File: config.mk
export PLATFORM = sky130hd
export DESIGN_NAME = lwh_queue
export DESIGN_NICKNAME = d
export VERILOG_FILES = /design/src/rtl/core/lwh_pkg.sv /design/src/rtl/core/lwh_queue.sv
export VERILOG_INCLUDE_DIRS = /design/src /design/src/rtl/core
export SDC_FILE = /design/constraint.sdc
export NUM_CORES = 1
export LEC_CHECK = 0
export BUFFER_PORTS_ARGS = -buffer_cell sky130_fd_sc_hd__buf_2
export CAP_MARGIN = 20
export CORE_ASPECT_RATIO = 0.9
export CORE_UTILIZATION = 40
export CTS_BUF_LIST = sky130_fd_sc_hd__clkbuf_4 sky130_fd_sc_hd__clkbuf_8
export CTS_CLUSTER_DIAMETER = 60
export CTS_CLUSTER_SIZE = 30
export DETAILED_ROUTE_END_ITERATION = 8
export HOLD_SLACK_MARGIN = 0.15
export PLACE_DENSITY = 0.67
export SLEW_MARGIN = 25
export SYNTH_ARGS = -nofsm -noshare
export SYNTH_HDL_FRONTEND = slang
export SYNTH_SLANG_ARGS = --single-unit
File: constraint.sdc
create_clock -name clk -period 2.25 [get_ports clk]
set_input_delay 0.1125 -clock clk [delete_from_list [all_inputs] [get_ports clk]]
set_output_delay 0.1125 -clock clk [all_outputs]
set_load 0.01 [all_outputs]
File: src/rtl/core/assert_macros.svh
// Assertion macros shared by the histogram core modules.
// Expects clk and rst_n in the scope of each use.
`ifndef ASSERT_MACROS_SVH
`define ASSERT_MACROS_SVH

// condition must never be seen at a clock edge outside reset
`define ASSERT_NEVER(label, cond, msg) \
    label: assert property (@(posedge clk) disable iff (!rst_n) !(cond)) \
        else $error(msg);

// antecedent at an edge requires consequent at the same edge
`define ASSERT_IMPLY(label, ante, cons, msg) \
    label: assert property (@(posedge clk) disable iff (!rst_n) (ante) |-> (cons)) \
        else $error(msg);

`endif

File: src/rtl/core/lwh_pkg.sv
// Shared types, codes and width helpers for the linear weighted histogram core.
// No dependencies.
package lwh_pkg;

    localparam int NUM_BINS_DEF  = 256;
    localparam int FRAC_BITS_DEF = 16;
    localparam int QUEUE_DEPTH   = 4;

    localparam int ACC_W      = 48;
    localparam int SAMPLE_W   = 32;
    localparam int INDEX_W    = 8;
    localparam int CMD_W      = 2;
    localparam int CFG_IDX_W  = 2;
    localparam int CFG_DATA_W = 32;
    localparam int S_TDATA_W  = 40;
    localparam int M_TDATA_W  = 48;

    localparam logic [ACC_W-1:0] ACC_MAX = '1;

    typedef enum logic [CMD_W-1:0] {
        CMD_ACCUM = 2'd0,
        CMD_CLEAR = 2'd1,
        CMD_READ  = 2'd2
    } cmd_t;

    typedef enum logic [1:0] {
        OP_ACCUM = 2'd0,
        OP_CLEAR = 2'd1,
        OP_READ  = 2'd2
    } op_kind_t;

    localparam logic [CFG_IDX_W-1:0] REG_RANGE_LOW  = 2'd0;
    localparam logic [CFG_IDX_W-1:0] REG_RANGE_HIGH = 2'd1;
    localparam logic [CFG_IDX_W-1:0] REG_BIN_SCALE  = 2'd2;

    localparam logic [CFG_DATA_W-1:0] RANGE_LOW_RST  = 32'h0000_0000;
    localparam logic [CFG_DATA_W-1:0] RANGE_HIGH_RST = 32'h7FFF_FFFF;
    localparam logic [CFG_DATA_W-1:0] BIN_SCALE_RST  = 32'h0001_0000;

    typedef struct packed {
        op_kind_t kind;
        logic     in_range;
        logic     batch_done;
    } op_ctrl_t;

    localparam int OP_CTRL_W = $bits(op_ctrl_t);

    function automatic int bank_addr_w(input int num_bins);
        int depth;
        depth = (num_bins + 1) / 2;
        return (depth > 1) ? $clog2(depth) : 1;
    endfunction

    // op layout: ctrl, even {en, addr, weight}, odd {en, addr, weight}
    function automatic int op_w(input int num_bins, input int frac_bits);
        return OP_CTRL_W + 2 * (1 + bank_addr_w(num_bins) + frac_bits + 1);
    endfunction

endpackage

File: src/rtl/core/lwh_queue.sv
// Short first-in first-out queue of bank operations between front and back end.
// Depends on lwh_pkg for its default depth and on assert_macros.svh.
`include "assert_macros.svh"

module lwh_queue #(
    parameter int W     = 8,
    parameter int DEPTH = lwh_pkg::QUEUE_DEPTH
) (
    input  logic         clk,
    input  logic         rst_n,
    input  logic         push,
    input  logic [W-1:0] push_data,
    input  logic         pop,
    output logic [W-1:0] head_data,
    output logic         full,
    output logic         empty
);

    localparam int PW    = (DEPTH > 1) ? $clog2(DEPTH) : 1;
    localparam int CW    = $clog2(DEPTH + 1);
    localparam logic [PW-1:0] LAST_PTR = PW'(DEPTH - 1);
    localparam logic [CW-1:0] FULL_CNT = CW'(DEPTH);

    logic [W-1:0]  entries_reg [DEPTH];
    logic [PW-1:0] rd_ptr_reg;
    logic [PW-1:0] wr_ptr_reg;
    logic [CW-1:0] count_reg;
    logic [CW-1:0] count_next;

    assign full      = count_reg == FULL_CNT;
    assign empty     = count_reg == '0;
    assign head_data = entries_reg[rd_ptr_reg];

    always_comb
    begin
        count_next = count_reg;
        if (push && !pop)
        begin
            count_next = count_reg + 1'b1;
        end
        else if (pop && !push)
        begin
            count_next = count_reg - 1'b1;
        end
    end

    always_ff @(posedge clk or negedge rst_n)
    begin
        if (!rst_n)
        begin
            rd_ptr_reg <= '0;
            wr_ptr_reg <= '0;
            count_reg  <= '0;
        end
        else
        begin
            count_reg <= count_next;
            if (push)
            begin
                wr_ptr_reg <= (wr_ptr_reg == LAST_PTR) ? '0 : wr_ptr_reg + 1'b1;
            end
            if (pop)
            begin
                rd_ptr_reg <= (rd_ptr_reg == LAST_PTR) ? '0 : rd_ptr_reg + 1'b1;
            end
        end
    end

    always_ff @(posedge clk)
    begin
        if (push)
        begin
            entries_reg[wr_ptr_reg] <= push_data;
        end
    end

    `ASSERT_NEVER(a_q_overflow, push && full, "push into full op queue")
    `ASSERT_NEVER(a_q_underflow, pop && empty, "pop from empty op queue")

endmodule

==> flow_summary.yaml <==
status:
  status: "finished clean"
route:
  vias_per_cell: 4.75
  drtAntennaViolNets: 0
  route.met2.wl_um: 1190
  wl_um: 2350
  first_pass_iters: 4
  route.detailed.drc: 0
  wl_met1_um: 1020
  routed.top_layer: "met4"
  drt-wirelength-per-cell_um: 14.4
  vias: 775
  initialDrtViolationCount: 22
  dr_wl_met3_um: 108
layout:
  syn2layout_area_growth_pct: 21.7
  final_nets: 135
  layout-drive-gt1-share_pct: 32.5
  largest_reg_flops: 32
  diodes: 0
yosys:
  ys_top_cells_by_count: "edfxtp_1, mux4_2, dfrtp_1"
  synthFlopType: "edfxtp_1"
  synthMuxAreaShare_pct: 13.6
  synth_top_family_by_area: "multiplexers"
  async_flop_share_pct: 17.9
  synth_fa_ha_area_share_pct: 6.06
  synth-simple-area-share_pct: 3.59
  yosysTopAreaCellShare_pct: 61.2
  netlist_area_um2: 1570
  yosysSeqAreaShare_pct: 72.4
  syn_area_per_cell_um2: 19.9
  synth_compound_area_share_pct: 0.638
  synth_top_area_cell: "edfxtp_1"
  ys_warn_count: 0
  synth_fp_nets: 98
  synth_area_leaders: "edfxtp_1, mux4_2, dfrtp_1"
  synth.distinct_cells: 17
  synth_xor_area_share_pct: 1.67
  syn_inst: 79
  synth.most_common_cell: "edfxtp_1"
  synth-seq-cells: 39
  synth_edf_count: 32
placed_design:
  port_buffers: 21
  dp_slack_ps: 668
  globalplace.congestion: 0.633
  dp_hpwl_um: 1570
sta:
  max_freq_mhz: 541
  clock_skew_ps: 2.17
  setup_violations: 0
  min_period_ps: 1850
  drv_slew: 0
  worstMarginPinSlew_ps: 582
  setup-tns-final_ps: 0
  hold_viol_final: 0
  setup_slack_ps: 402
  rsz0062_at_grt: "false"
  max_slew_margin_pct: 61.2
  fin_crit_sh_pct: 82.1
worst_hold_path:
  hold_class: "input port to async pin"
power:
  p_total_mw: 2.13
  power.density_nw_per_um2: 1120
  cellLeakagePower_nw: 0.722
  vdd_ir_drop_max_v: 0.000624
setup_path:
  cpLargestDelayFamily: "flip-flops"
  slowest_delay_ps: 710
  regToRegSetupSlack_ps: 820
  cp.required_ps: 2140
  cp_cell_sequence: "mux4_2, buf_2"
  crit_path_end_kind: "primary output"
  cp-start-kind: "register"
  critPathMaxFanout: 11
  path_class: "register to primary output"
  crit_buf_inv: 1
  cpMaxStageDelayCell: "dfrtp_1"
  crit_arrival_ps: 1740
clock_network:
  htreeDepth: 2
  numCtsBuffers: 5
  cts_tree: "yes"
  cts_hold_buf: 11
  postCtsSetupRepairBufs: 0
  root_buffer: "clkbuf_8"
  path_clk_slew_ps: 70
  cts_resized: 0
  cts.path.max_buffers: 2
  clock_latency_ps: 280
  cts.sinks: 39
global_route:
  grtUsageTotal_pct: 13.5
  grt-ovfl-total: 0
  grt_start_max_net_pins: 12
  grt_pass1_vias: 809
  grt_pass1_wl_um: 3680
  antenna_found_initial: 0
die:
  die_y_um: 61.4
  dieArea_um2: 4180
  placementRows: 21
  start_util_pct: 42.1
  core_area_um2: 3730
  io_pins: 22
  die_w_um: 68.0
flow_run:
  max-cap-violations: 0
per-stage QoR:
stage          utilization (%)  area, um^2  hold slack, ps  instances
2_1_floorplan                -        1570            -183         79
3_3_place_gp              46.0        1720           -50.7        144
3_5_place_dp              46.0        1720           -41.8        144
4_1_cts                   51.2        1910             181        163
5_1_grt                   51.2        1910             199        163
6_report                  51.2        1910             181        163
power by group:
part	internal [mW]	switching (mW)	total (mW)
clock network	0.223	0.219	0.442
logic	0.336	0.259	0.595
registers	0.950	0.148	1.10
total	1.51	0.626	2.13
final cells by class:
type | count | area, um^2
fill | 316 | 1820
sequential | 39 | 1140
multi-input combinational | 34 | 402
timing repair buffer | 32 | 215
clock buffer | 6 | 76.3
tap | 46 | 57.6
inverter | 4 | 15.0
clock inverter | 2 | 7.51
cell families after synthesis:
group,Yosys count
flip-flops,39
multiplexers,11
AND/OR/NAND/NOR,11
adder cells (fa/ha/maj),7
buffers and inverters,6
XOR/XNOR,3
AO/OA/AOI/OAI,2
per-layer routing:
metal,track usage (%),vias up
met4,6.25,0
met5,0,-
met2,21.0,15
li1,-,372
met1,16.4,384
met3,5.56,4
cells in the final DEF, fill, tap and decap left out, drive strengths merged:
cell	synthesis	final
fa	1	1
mux4	8	8
xnor2	1	1
and2	4	4
dlygate4sd3	0	11
buf	2	21
clkinv	0	2
xor2	2	2
inv	4	4
nor3b	1	1
nor2	3	3
nor3	1	1
dfrtp	7	7
clkbuf	0	6
nand2	2	2
ha	6	6
mux2	3	3
o21ai	2	2
edfxtp	32	32
worst paths after layout:
kind,startpoint,to,cells after the start
max,rd_ptr_reg[0]$_DFFE_PN0P_,head_data[0],2
min,rst_n,count_reg[0]$_DFFE_PN0P_,2
max reg2reg,wr_ptr_reg[0]$_DFFE_PN0P_,entries_reg[0][4]$_DFFE_PP_,3
min reg2reg,count_reg[2]$_DFFE_PN0P_,count_reg[2]$_DFFE_PN0P_,1
max in group asynchronous,rst_n,rd_ptr_reg[1]$_DFFE_PN0P_,2
min in group clk,count_reg[2]$_DFFE_PN0P_,count_reg[2]$_DFFE_PN0P_,1
Note: power is estimated with default switching activity, not from simulation.
