--- src/rtl/core/assert_macros.svh ---
// Assertion macros shared by the histogram core modules.
// Expects clk and rst_n in the scope of each use.
`ifndef ASSERT_MACROS_SVH
`define ASSERT_MACROS_SVH

// condition must never be seen at a clock edge outside reset
`define ASSERT_NEVER(label, cond, msg) \
    label: assert property (@(posedge clk) disable iff (!rst_n) !(cond)) \
        else $error(msg);

// antecedent at an edge requires consequent at the same edge
`define ASSERT_IMPLY(label, ante, cons, msg) \
    label: assert property (@(posedge clk) disable iff (!rst_n) (ante) |-> (cons)) \
        else $error(msg);

`endif

--- src/rtl/core/lwh_pkg.sv ---
// Shared types, codes and width helpers for the linear weighted histogram core.
// No dependencies.
package lwh_pkg;

    localparam int NUM_BINS_DEF  = 256;
    localparam int FRAC_BITS_DEF = 16;
    localparam int QUEUE_DEPTH   = 4;

    localparam int ACC_W      = 48;
    localparam int SAMPLE_W   = 32;
    localparam int INDEX_W    = 8;
    localparam int CMD_W      = 2;
    localparam int CFG_IDX_W  = 2;
    localparam int CFG_DATA_W = 32;
    localparam int S_TDATA_W  = 40;
    localparam int M_TDATA_W  = 48;

    localparam logic [ACC_W-1:0] ACC_MAX = '1;

    typedef enum logic [CMD_W-1:0] {
        CMD_ACCUM = 2'd0,
        CMD_CLEAR = 2'd1,
        CMD_READ  = 2'd2
    } cmd_t;

    typedef enum logic [1:0] {
        OP_ACCUM = 2'd0,
        OP_CLEAR = 2'd1,
        OP_READ  = 2'd2
    } op_kind_t;

    localparam logic [CFG_IDX_W-1:0] REG_RANGE_LOW  = 2'd0;
    localparam logic [CFG_IDX_W-1:0] REG_RANGE_HIGH = 2'd1;
    localparam logic [CFG_IDX_W-1:0] REG_BIN_SCALE  = 2'd2;

    localparam logic [CFG_DATA_W-1:0] RANGE_LOW_RST  = 32'h0000_0000;
    localparam logic [CFG_DATA_W-1:0] RANGE_HIGH_RST = 32'h7FFF_FFFF;
    localparam logic [CFG_DATA_W-1:0] BIN_SCALE_RST  = 32'h0001_0000;

    typedef struct packed {
        op_kind_t kind;
        logic     in_range;
        logic     batch_done;
    } op_ctrl_t;

    localparam int OP_CTRL_W = $bits(op_ctrl_t);

    function automatic int bank_addr_w(input int num_bins);
        int depth;
        depth = (num_bins + 1) / 2;
        return (depth > 1) ? $clog2(depth) : 1;
    endfunction

    // op layout: ctrl, even {en, addr, weight}, odd {en, addr, weight}
    function automatic int op_w(input int num_bins, input int frac_bits);
        return OP_CTRL_W + 2 * (1 + bank_addr_w(num_bins) + frac_bits + 1);
    endfunction

endpackage

--- src/rtl/core/lwh_front.sv ---
// Front end: configuration registers, input beat acceptance, range check,
// bin position multiply and split of each sample into even/odd bank updates.
// Depends on lwh_pkg.
module lwh_front #(
    parameter int NUM_BINS  = lwh_pkg::NUM_BINS_DEF,
    parameter int FRAC_BITS = lwh_pkg::FRAC_BITS_DEF
) (
    input  logic                            clk,
    input  logic                            rst_n,
    input  logic                            cfg_valid,
    output logic                            cfg_ready,
    input  logic [lwh_pkg::CFG_IDX_W-1:0]   cfg_index,
    input  logic [lwh_pkg::CFG_DATA_W-1:0]  cfg_data,
    input  logic                            s_tvalid,
    output logic                            s_tready,
    input  logic [lwh_pkg::S_TDATA_W-1:0]   s_tdata,
    input  logic                            s_tlast,
    input  logic [lwh_pkg::CMD_W-1:0]       s_tuser,
    input  logic                            init_done,
    input  logic                            q_full,
    output logic                            q_push,
    output logic [lwh_pkg::op_w(NUM_BINS, FRAC_BITS)-1:0] q_data
);

    localparam int BIW  = $clog2(NUM_BINS);
    localparam int AW   = lwh_pkg::bank_addr_w(NUM_BINS);
    localparam int WW   = FRAC_BITS + 1;
    localparam int OP_W = lwh_pkg::op_w(NUM_BINS, FRAC_BITS);
    localparam int SW   = lwh_pkg::SAMPLE_W;
    localparam logic [BIW-1:0] LAST_BIN = BIW'(NUM_BINS - 1);
    localparam logic [WW-1:0]  ONE_W    = {1'b1, {FRAC_BITS{1'b0}}};

    logic [SW-1:0] range_low_reg;
    logic [SW-1:0] range_high_reg;
    logic [SW-1:0] bin_scale_reg;

    logic [SW-1:0]                 in_sample;
    logic [lwh_pkg::INDEX_W-1:0]   in_index;
    logic [SW:0]                   diff_full;
    logic                          in_ge;
    logic                          in_le;
    logic                          fe_adv;
    logic                          accept;

    logic                          s1_valid_reg;
    logic [lwh_pkg::CMD_W-1:0]     s1_cmd_reg;
    logic [lwh_pkg::INDEX_W-1:0]   s1_idx_reg;
    logic                          s1_last_reg;
    logic                          s1_inr_reg;
    logic [SW-1:0]                 s1_diff_reg;

    logic                          s2_valid_reg;
    logic [lwh_pkg::CMD_W-1:0]     s2_cmd_reg;
    logic [lwh_pkg::INDEX_W-1:0]   s2_idx_reg;
    logic                          s2_last_reg;
    logic                          s2_inr_reg;
    logic [2*SW-1:0]               s2_pos_reg;

    logic                          s3_valid_reg;
    logic [OP_W-1:0]               s3_op_reg;
    logic [OP_W-1:0]               s3_op_next;

    assign cfg_ready = 1'b1;

    always_ff @(posedge clk or negedge rst_n)
    begin
        if (!rst_n)
        begin
            range_low_reg  <= lwh_pkg::RANGE_LOW_RST;
            range_high_reg <= lwh_pkg::RANGE_HIGH_RST;
            bin_scale_reg  <= lwh_pkg::BIN_SCALE_RST;
        end
        else if (cfg_valid)
        begin
            case (cfg_index)
                lwh_pkg::REG_RANGE_LOW:  range_low_reg  <= cfg_data;
                lwh_pkg::REG_RANGE_HIGH: range_high_reg <= cfg_data;
                lwh_pkg::REG_BIN_SCALE:  bin_scale_reg  <= cfg_data;
                default: ;
            endcase
        end
    end

    assign in_sample = s_tdata[SW-1:0];
    assign in_index  = s_tdata[SW +: lwh_pkg::INDEX_W];
    assign diff_full = {in_sample[SW-1], in_sample} - {range_low_reg[SW-1], range_low_reg};
    assign in_ge     = !diff_full[SW];
    assign in_le     = $signed(in_sample) <= $signed(range_high_reg);

    assign fe_adv   = !s3_valid_reg || !q_full;
    assign s_tready = fe_adv && init_done;
    assign accept   = s_tvalid && s_tready;
    assign q_push   = s3_valid_reg && !q_full;
    assign q_data   = s3_op_reg;

    always_ff @(posedge clk or negedge rst_n)
    begin
        if (!rst_n)
        begin
            s1_valid_reg <= 1'b0;
            s2_valid_reg <= 1'b0;
            s3_valid_reg <= 1'b0;
        end
        else if (fe_adv)
        begin
            s1_valid_reg <= accept;
            s2_valid_reg <= s1_valid_reg;
            s3_valid_reg <= s2_valid_reg;
        end
    end

    always_ff @(posedge clk)
    begin
        if (fe_adv)
        begin
            s1_cmd_reg  <= s_tuser;
            s1_idx_reg  <= in_index;
            s1_last_reg <= s_tlast;
            s1_inr_reg  <= in_ge && in_le;
            s1_diff_reg <= diff_full[SW-1:0];
            s2_cmd_reg  <= s1_cmd_reg;
            s2_idx_reg  <= s1_idx_reg;
            s2_last_reg <= s1_last_reg;
            s2_inr_reg  <= s1_inr_reg;
            s2_pos_reg  <= (2*SW)'(s1_diff_reg) * (2*SW)'(bin_scale_reg);
            s3_op_reg   <= s3_op_next;
        end
    end

    function automatic logic [AW-1:0] bin_addr(input logic [BIW-1:0] b);
        logic [31:0] t;
        t = 32'(b) >> 1;
        return t[AW-1:0];
    endfunction

    logic [2*SW-1:0]        left;
    logic [FRAC_BITS-1:0]   frac;
    logic [BIW-1:0]         lo_bin;
    logic [BIW-1:0]         hi_bin;
    logic [WW-1:0]          lo_w;
    logic [WW-1:0]          hi_w;
    logic                   hi_en;
    logic [31:0]            rd_addr_full;
    lwh_pkg::op_ctrl_t      ctrl;
    logic                   e_en;
    logic [AW-1:0]          e_addr;
    logic [WW-1:0]          e_w;
    logic                   o_en;
    logic [AW-1:0]          o_addr;
    logic [WW-1:0]          o_w;

    always_comb
    begin
        left         = s2_pos_reg >> (2 * FRAC_BITS);
        frac         = s2_pos_reg[2*FRAC_BITS-1:FRAC_BITS];
        rd_addr_full = 32'(s2_idx_reg) >> 1;
        if (left >= (2*SW)'(NUM_BINS - 1))
        begin
            lo_bin = LAST_BIN;
            hi_bin = LAST_BIN;
            lo_w   = ONE_W;
            hi_w   = '0;
            hi_en  = 1'b0;
        end
        else
        begin
            lo_bin = left[BIW-1:0];
            hi_bin = left[BIW-1:0] + 1'b1;
            lo_w   = ONE_W - WW'(frac);
            hi_w   = WW'(frac);
            hi_en  = 1'b1;
        end

        ctrl.kind       = lwh_pkg::OP_READ;
        ctrl.in_range   = 1'b0;
        ctrl.batch_done = 1'b0;
        e_en   = 1'b0;
        e_addr = '0;
        e_w    = '0;
        o_en   = 1'b0;
        o_addr = '0;
        o_w    = '0;

        case (s2_cmd_reg)
            lwh_pkg::CMD_ACCUM:
            begin
                ctrl.kind       = lwh_pkg::OP_ACCUM;
                ctrl.in_range   = s2_inr_reg;
                ctrl.batch_done = s2_last_reg;
                if (s2_inr_reg)
                begin
                    if (!lo_bin[0])
                    begin
                        e_en   = 1'b1;
                        e_addr = bin_addr(lo_bin);
                        e_w    = lo_w;
                        o_en   = hi_en;
                        o_addr = bin_addr(hi_bin);
                        o_w    = hi_w;
                    end
                    else
                    begin
                        o_en   = 1'b1;
                        o_addr = bin_addr(lo_bin);
                        o_w    = lo_w;
                        e_en   = hi_en;
                        e_addr = bin_addr(hi_bin);
                        e_w    = hi_w;
                    end
                end
            end
            lwh_pkg::CMD_CLEAR:
            begin
                ctrl.kind = lwh_pkg::OP_CLEAR;
            end
            lwh_pkg::CMD_READ:
            begin
                if (32'(s2_idx_reg) < 32'(NUM_BINS))
                begin
                    e_en   = !s2_idx_reg[0];
                    o_en   = s2_idx_reg[0];
                    e_addr = rd_addr_full[AW-1:0];
                    o_addr = rd_addr_full[AW-1:0];
                end
            end
            default: ;
        endcase

        s3_op_next = {ctrl, e_en, e_addr, e_w, o_en, o_addr, o_w};
    end

endmodule

--- config.mk ---
export PLATFORM = sky130hd
export DESIGN_NAME = lwh_front
export DESIGN_NICKNAME = d
export VERILOG_FILES = /design/src/rtl/core/assert_macros.svh /design/src/rtl/core/lwh_pkg.sv /design/src/rtl/core/lwh_front.sv
export SDC_FILE = /design/constraint.sdc
export NUM_CORES = 2
export LEC_CHECK = 0
export BUFFER_PORTS_ARGS = -buffer_cell sky130_fd_sc_hd__buf_2
export CORE_ASPECT_RATIO = 1.5
export CORE_UTILIZATION = 45
export DETAILED_ROUTE_END_ITERATION = 8
export GPL_TIMING_DRIVEN = 0
export PLACE_DENSITY = 0.59
export SLEW_MARGIN = 20
export SYNTH_ARGS = -nofsm -noshare
export SYNTH_HDL_FRONTEND = slang
export SYNTH_SLANG_ARGS = --single-unit
--- constraint.sdc ---
create_clock -name clk -period 8.95 [get_ports clk]
set_clock_uncertainty 0.2 [all_clocks]
set_input_delay 1.3425 -clock clk [delete_from_list [all_inputs] [get_ports clk]]
set_output_delay 1.3425 -clock clk [all_outputs]
set_load 0.1 [all_outputs]
==> key figures <==
Floorplan
  • Die height: 388 µm
  • Initial Util: 45.5%
  • IO Pins: 140
  • Core ar.: roughly 100000 µm²
  • Row cnt: 141
  • Die Width: 260 µm
  • Die area: 101000 µm²

Logic synthesis
  • Area contributors post-synth: fa_1 (40%), edfxtp_1 (11%), ha_1 (9.1%)
  • Post-synthesis sequential area ratio: around 16%
  • FF+latch count, synth: 256
  • Post-synth cell types: 66
  • Top_reg_cell synth: edfxtp_1
  • Mapped Nets: about 5900
  • Average size of a mapped cell: 9.73 µm²
  • Post-Syn Instances: 4599
  • EDFF count, synth: about 160
  • Largest area contributor in the netlist: fa_1
  • Mapped Area: between 40000 and 50000 µm²
  • Synth top area share: 40.1%
  • Synth warn: 0
  • Async SR Flop Fraction: 38.7%

Detailed routing
  • Met1 wire length: between 50000 and 60000 µm
  • Met2 wire length: about 80000 µm
  • Number of DRC markers in iteration 0: 2212
  • Detailed-route via count: 33800
  • WL/cell: 28.0 µm
  • Routed met3 length: 11900 µm
  • Drt drc: 0
  • Antenna-violating nets left: 0
  • Drt total wl: 171000 µm
  • Highest metal used: met5
  • Vias/cell: 5.53
  • Count of TritonRoute iterations in the first routing pass: 5

Run status
  • Outcome: complete, no violations

Critical path
  • Crit Path Max Fanout: 10
  • Kind of critical path: flip-flop to flip-flop
  • R2r setup slk: 190 ps
  • Startpoint Class: flip-flop
  • Worst reg-to-reg path cell count: 23
  • Worst r2r dst: s2_pos_reg[55]
  • Worst Path Arrival: about 8900 ps
  • Critical Path End: s2_pos_reg[55]
  • Worst setup startpoint: s1_diff_reg[19]
  • CP Capture Type: flip-flop
  • Required time worst endpoint: 9130 ps
  • Crit Reg-Reg Startpoint: s1_diff_reg[19]

Place
  • Hpwl dp: around 140000 µm
  • Placed Instances: 6030
  • Routability cong.: 1.05
  • IO buf count: 138

Clock tree
  • TritonCTS buffer count: 29
  • Clk sink count: around 260
  • CTS Root Cell: clkbuf_16
  • Worst-path clk slew: about 60 ps
  • H-Tree Depth: 1
  • Clk buf depth: 3
  • CTS tree: done
  • Skew-Pair Late Insertion Delay: 650 ps

Global routing
  • Remaining global-route overflow: 0
  • Initial antenna violation count: 25
  • First-pass GRT wire length: 246000 µm
  • Total GRT Usage: approximately a third
  • Largest net degree at the start of global routing: 77
  • Vias in the first global route: between 30000 and 40000

Final layout
  • Utilization after layout: 49.5%
  • Max reg flops: 53
  • Most frequent cells in the layout: inv_1 (964), fa_1 (891), and2_1 (596), nand2_1 (539), ha_1 (326)
  • # fillers: 9466
  • Share of post-route cells with drive strength above 1: 9.94%
  • Final Instance Count excl. Fillers: slightly above 6000
  • Most common cell after layout, fill and taps aside: inv_1
  • Synth-to-Final Area Change: 8.94%
  • Nets: 6094

Timing
  • F_max: 114 MHz
  • Slew @ Worst Pin: 1080 ps
  • Slew HR: approximately 28%
  • Slew Viols, Final: 0
  • Final worst-path cycle share: 97.8%
  • Hold WS: 218 ps
  • Setup-failing EPs final: 0
  • Minimum clock period after layout: 8760 ps
  • Final Hold Fails: 0

Flow run
  • Max_cap viols: 0

Worst hold path
  • Min-delay worst type: flip-flop to flip-flop
-- synth_stat cells (3+ instances only) --
cell type / n
a21o_1: 49
nor2b_1: 31
o21a_1: 11
o221ai_1: 5
o21ai_0: 105
nand4_1: 32
a21boi_0: 4
xnor2_1: 72
dfrtp_1: 67
o2111ai_1: 3
nor4_1: 9
or3_1: 7
and4_1: 3
nand3_1: 25
inv_1: 964
buf_2: 3
and2_1: 596
or4_1: 3
ha_1: 326
nor2_1: 97
fa_1: 896
nand2b_1: 16
nand2_1: 540
o211ai_1: 4
or3_4: 4
a211oi_1: 12
xor2_1: 40
o21bai_1: 8
and3_1: 9
edfxtp_1: 157
dfstp_2: 32
o31ai_1: 8
nor3_1: 12
a31oi_1: 10
clkbuf_1: 227
o41ai_1: 5
a21oi_1: 104
mux2_2: 66
-- stage by stage --
stage,TNS [ps],instance area [µm²],setup slack (ps)
after detailed placement,-21350,47200,-1790
after floorplan,0,44800,1210
after CTS,0,48500,5.27
after global routing,-12.6,48700,-7.09
final,0,48800,195
after global placement,-23540,47100,-1750
-- final cells by class --
cell class	instances	area (µm²)	share of cell area (%)
Antenna cell	13	32.5	0.0667
Buffer	232	1120	2.30
Clock buffer	42	878	1.80
Clock inverter	11	124	0.254
Inverter	964	3620	7.42
Multi-Input combinational cell	3145	33200	68.1
Sequential cell	256	7230	14.8
Tap cell	1287	1610	3.30
Timing Repair Buffer	161	950	1.95
-- logic make-up (layout without fill, tap and decap cells) --
logic type	after synthesis	in the layout	synth area share, %
AO/OA/AOI/OAI	344	344	4.66
XOR/XNOR	113	113	2.23
AND/OR/NAND/NOR	1397	1397	16.0
multiplexers	68	68	1.71
buffers and inverters	1198	1410	10.1
other	1	14	0.00838
adder cells (fa/ha/maj)	1222	1222	49.2
flip-flops	256	256	16.2
-- layer usage --
metal	GRT usage [%]	up-vias
met5	0	-
met2	58.0	1514
met1	37.3	17300
li1	-	14200
met4	31.9	12
met3	7.13	668
-- how the worst min path moves through the flow --
| stage | from | endpoint | slack, ps | depth (start not counted) |
|---|---|---|---|---|
| finish | s1_cmd_reg[1] | s2_cmd_reg[1] | 220 | 0 |
| global route | s1_cmd_reg[1] | s2_cmd_reg[1] | 230 | 0 |
| CTS | s1_idx_reg[4] | s2_idx_reg[4] | 220 | 0 |
| detailed placement | s1_cmd_reg[1] | s2_cmd_reg[1] | 200 | 0 |
| global placement | s1_last_reg | s2_last_reg | 200 | 0 |
| floorplan | s1_cmd_reg[0] | s2_cmd_reg[0] | 200 | 0 |
-- critical path: stages (launching register included) --
cell	delay, ps
edfxtp_1	490
clkbuf_2	350
and2_1	280
fa_1	600
fa_1	620
inv_1	120
fa_1	530
fa_1	520
inv_1	50
fa_1	550
fa_1	450
fa_1	430
fa_1	500
ha_1	470
a21oi_1	180
o21bai_1	190
a21oi_1	120
a211oi_2	340
nor2_1	180
or3_1	350
o21ai_2	230
nand4_1	230
o41ai_1	360
xor2_1	120
-- repair_timing --
item / 4_1_cts / 5_1_grt
resized for setup: 120 / 151
hold buffers: 0 / 0
buffers inserted: 5 / 12
pin swaps: 1 / 4
endpoints found under the setup margin: 31 / 20
gates cloned: 0 / 0
Power is left out: the tool's default activity adds up to more than one toggle a clock period on the data nets, which glitch-free logic cannot reach.
